--- src/assert_macros.svh ---
// ----------------------------------------------------------------------------
// Assertion macros
// Shared concurrent assertion forms on clk with rst_n low as disable.
// ----------------------------------------------------------------------------
`ifndef ASSERT_MACROS_SVH
`define ASSERT_MACROS_SVH

// same-cycle implication
`define ASSERT_SAME(lbl, ante, cons) \
    lbl: assert property (@(posedge clk) disable iff (!rst_n) (ante) |-> (cons)) \
        else $error("same-cycle check failed");

// next-cycle implication
`define ASSERT_NEXT(lbl, ante, cons) \
    lbl: assert property (@(posedge clk) disable iff (!rst_n) (ante) |=> (cons)) \
        else $error("next-cycle check failed");

`endif

--- src/smac_ram.sv ---
// ----------------------------------------------------------------------------
// smac_ram
// Generic single-write, single-read RAM with registered read data.
// ----------------------------------------------------------------------------
module smac_ram #(
    parameter int WIDTH = 32,
    parameter int DEPTH = 64
) (
    input  logic                     clk,
    input  logic                     we,
    input  logic [$clog2(DEPTH)-1:0] waddr,
    input  logic [WIDTH-1:0]         wdata,
    input  logic [$clog2(DEPTH)-1:0] raddr,
    output logic [WIDTH-1:0]         rdata
);

    logic [WIDTH-1:0] mem [DEPTH];

    always_ff @(posedge clk)
    begin
        if (we)
        begin
            mem[waddr] <= wdata;
        end
        rdata <= mem[raddr];
    end

endmodule

--- config.mk ---
export PLATFORM = sky130hd
export DESIGN_NAME = smac_ram
export DESIGN_NICKNAME = d
export VERILOG_FILES = /design/src/assert_macros.svh /design/src/smac_ram.sv
export SDC_FILE = /design/constraint.sdc
export NUM_CORES = 2
export LEC_CHECK = 0
export BUFFER_PORTS_ARGS = -buffer_cell sky130_fd_sc_hd__buf_2
export CORE_MARGIN = 2
export CORE_UTILIZATION = 57
export CTS_CLUSTER_SIZE = 40
export DETAILED_ROUTE_END_ITERATION = 10
export GPL_TIMING_DRIVEN = 0
export PLACE_DENSITY = 0.76
export SLEW_MARGIN = 20
export SYNTH_ARGS = -nofsm -noshare
export SYNTH_HDL_FRONTEND = slang
export SYNTH_SLANG_ARGS = --single-unit
--- constraint.sdc ---
create_clock -name clk -period 3.57 [get_ports clk]
set_clock_uncertainty 0.15 [all_clocks]
set_input_delay 0.1785 -clock clk [delete_from_list [all_inputs] [get_ports clk]]
set_output_delay 0.1785 -clock clk [all_outputs]
set_load 0.01 [all_outputs]
==> flow_metrics.py <==
metrics = {
    "status": {
        "status": "finished, violations left",
        "violated_checks": "setup timing",
    },
    "layout": {
        "stdcell_area_sq_um": 91800,
        "multiInputGateArea_sq_um": 16000,
        "layout.cells.most_common_list": "2048 x sky130_fd_sc_hd__edfxtp_1, 544 x sky130_fd_sc_hd__mux4_2, 204 x sky130_fd_sc_hd__clkbuf_16, 108 x sky130_fd_sc_hd__clkbuf_1, 95 x sky130_fd_sc_hd__buf_2",
        "layout-drive-gt1-share_pct": 30.7,
        "layout_commonest_cell": "sky130_fd_sc_hd__edfxtp_1",
        "register_cell_area_after_layout_sq_um": 62100,
        "design.final.nets": 3809,
        "num-fill-cells": 7964,
        "finalNonFillerCells": 5737,
        "area_delta_synth_final_pct": 16.9,
    },
    "worst_setup_path": {
        "timing.critical_path.slowest_cell_delay_ns": 0.92,
        "crit_type": "in2reg",
        "timing.critical_path.slowest_stage_cell": "sky130_fd_sc_hd__o22ai_1",
        "critPathCaptureType": "register",
        "cp-start-kind": "input port",
        "critPathTopFamily": "buffers and inverters",
        "path_cells": "buf_2 > clkbuf_1 > clkbuf_1 > mux4_2 > mux4_2 > o22ai_1 > nor2_1",
        "timing.critical_path.required_ns": 4.03,
        "critPathMaxFanout": 10,
        "worst-path-buf-inv": 3,
        "crit_arrival_ns": 4.15,
    },
    "clock_tree": {
        "cts.repair_timing.setup_buffer_count": 0,
        "ctsLongestPathBuffers": 3,
        "cts_htree_levels": 4,
        "cts_inserted_buffers": 198,
        "clock_latency_ns": 0.85,
        "cell_at_the_root_of_the_clock_tree": "sky130_fd_sc_hd__clkbuf_16",
        "clkTransAtPathRegs_ns": 0.06,
        "cts_tree": "built",
        "cts.sink_count": 2080,
    },
    "placed_design": {
        "detailedPlacementHpwl_mm": 152,
        "placed_area_sq_um": 84600,
        "dp.cells": 5322,
        "io_buffers": 69,
        "finalWeightedCongestion": 0.874,
        "dp_slack_ns": -0.775,
    },
    "sta": {
        "worst_slew_pin_slew_ns": 1.32,
        "unrepaired_setup_endpoints_after_global_routing": "false",
        "final.setup.worst_slack_ns": -0.118,
        "drv_slew": 0,
        "final_hold_viol_count": 0,
        "setup_violations": 3,
        "fmax_mhz": 271,
        "holdWs_ns": 0.0882,
        "maxSlewHeadroom_pct": 12.2,
        "minimum_clock_period_ns": 3.69,
        "fin_crit_sh_pct": 103,
    },
    "floorplanning": {
        "floorplan.die.width_microns": 375,
        "die-area_sq_um": 141000,
        "die_y_microns": 375,
        "floorplan.initialDensity_pct": 57.2,
        "design.core.area_sq_um": 137000,
        "num_rows": 136,
        "io-pin-count": 78,
    },
    "global_routing": {
        "grt_usage_pct": 36.1,
        "grt_antenna_before_repair": 17,
        "grt-ovfl-total": 0,
        "global_route_wire_length_before_repair_mm": 339,
        "grt_max_degree": 65,
        "grt_pass1_vias": 41766,
    },
    "drt": {
        "wl_per_cell_microns": 43.9,
        "drtPass1Iterations": 8,
        "vias": 42106,
        "vias_per_cell": 7.34,
        "routed_wl_mm": 252,
        "detail-route-antenna-nets": 0,
        "detail_route.iter0.violations": 8499,
        "drc_errors": 0,
    },
    "logic_synthesis": {
        "synth.top_cell.area_share_pct": 78.3,
        "synth.ff_latch_count": 2080,
        "post_synth_num_cell_types": 34,
        "synth_top_area_cell": "sky130_fd_sc_hd__edfxtp_1",
        "synth_cells": 3324,
        "netlist_top_cells_area": "sky130_fd_sc_hd__edfxtp_1 78%, sky130_fd_sc_hd__mux4_2 16%, sky130_fd_sc_hd__mux2i_1 1.2%",
        "avgSynthCellArea_sq_um": 23.6,
        "synth.yosys.seq_area_share_pct": 79.1,
        "synth_fp_nets": 3370,
        "netlist_area_sq_um": 78500,
        "synth.yosys.warnings": 0,
    },
    "power_and_ir_drop": {
        "cellLeakagePower_nw": 28.9,
        "vdd_ir_drop_max_v": 0.000496,
        "cellPowerDensity_nw_per_um2": 566,
    },
    "worst_hold_path": {
        "worst_hold_path_type": "in2reg",
    },
    "job": {
        "maxCapViolCount": 0,
    },
}
## logic make-up after synthesis
family                 synth area share (%)
AO/OA/AOI/OAI                          1.67
buffers and inverters                  1.13
flip-flops                             79.1
multiplexers                           16.8
AND/OR/NAND/NOR                        1.27
## cell type report
cell class,instances,area share [%]
Tap cell,1794,2.45
Buffer,182,0.987
Sequential cell,2080,67.7
Antenna cell,5,0.0136
Clock inverter,120,1.48
Clock buffer,255,5.85
Multi-Input combinational cell,1062,17.4
Timing Repair Buffer,239,4.13
## sequential cells by signal, summed over array words and instances (netlist names)
signal / count
mem: 2048
rdata: 32
## through the flow
stage	TNS (ns)	util, %	power, W
after floorplan	0	-	0.0289
after global placement	-3535.13	59.1	0.0302
after detailed placement	-10.77	61.7	0.0303
after CTS	0	66.8	0.0517
after global routing	0	66.9	0.0527
final	-0.234	66.9	0.0519
## Yosys cell counts
cell type and instances:
sky130_fd_sc_hd__or3_1 3, sky130_fd_sc_hd__nor3_1 7, sky130_fd_sc_hd__a22oi_1 12, sky130_fd_sc_hd__buf_2 57, sky130_fd_sc_hd__buf_1 21, sky130_fd_sc_hd__nor2_1 137, sky130_fd_sc_hd__and3_1 4, sky130_fd_sc_hd__nand2_1 26
sky130_fd_sc_hd__o32ai_1 4, sky130_fd_sc_hd__edfxtp_1 2048, sky130_fd_sc_hd__buf_6 5, sky130_fd_sc_hd__nand4_1 2, sky130_fd_sc_hd__a41o_1 4, sky130_fd_sc_hd__nand2b_1 8, sky130_fd_sc_hd__clkbuf_1 74, sky130_fd_sc_hd__nand4b_1 1
sky130_fd_sc_hd__a311oi_1 8, sky130_fd_sc_hd__dfxtp_1 32, sky130_fd_sc_hd__o221ai_1 27, sky130_fd_sc_hd__or2_2 1, sky130_fd_sc_hd__or2_0 1, sky130_fd_sc_hd__a31oi_1 1, sky130_fd_sc_hd__buf_4 25, sky130_fd_sc_hd__and2_1 2
sky130_fd_sc_hd__or3b_1 2, sky130_fd_sc_hd__or3b_2 3, sky130_fd_sc_hd__mux2i_1 93, sky130_fd_sc_hd__mux4_2 544, sky130_fd_sc_hd__nor2b_1 15, sky130_fd_sc_hd__nand3b_1 5, sky130_fd_sc_hd__or2_1 1, sky130_fd_sc_hd__nand3_1 5
sky130_fd_sc_hd__a21oi_1 62, sky130_fd_sc_hd__o22ai_1 84
## path summary, 6_finish.rpt
kind,start,to,slack (ns),cells past startpoint
worst min register to register,mem[13][20]$_DFFE_PP_,rdata[20]$_DFF_P_,0.65,4
worst max register to register,mem[24][18]$_DFFE_PP_,rdata[18]$_DFF_P_,0.49,4
worst min-delay path,waddr[0],mem[49][11]$_DFFE_PP_,0.09,3
worst max-delay path,raddr[1],rdata[18]$_DFF_P_,-0.12,7
## repair_timing
action | 4_1_cts | 5_1_grt
resized for setup | 0 | 2
endpoints found under the setup margin | 0 | 1
endpoints found under the hold margin | 927 | 768
hold buffers | 23 | 12
## power breakdown
group | total (W) | internal [W] | switching [W]
sequential | 0.0271 | 0.0270 | 0.0000634
clock | 0.0219 | 0.0125 | 0.00943
combinational | 0.00292 | 0.000966 | 0.00195
total | 0.0519 | 0.0405 | 0.0114
## tightest hold or removal path: stages
cell	delay [ns]
sky130_fd_sc_hd__buf_2	0.17
sky130_fd_sc_hd__nand4_1	0.33
sky130_fd_sc_hd__nor3_2	0.19
## routing by layer
layer	share of wire, %	up-vias	track usage, %	wire length (microns)
met5	0.025	-	0	62
met4	8.1	12	23.4	20300
met3	16	1068	12.6	40100
met2	45	4457	54.6	114000
met1	31	21392	44.8	76800
li1	-	15177	-	-
No activity file was read; power rests on OpenSTA's default activity.
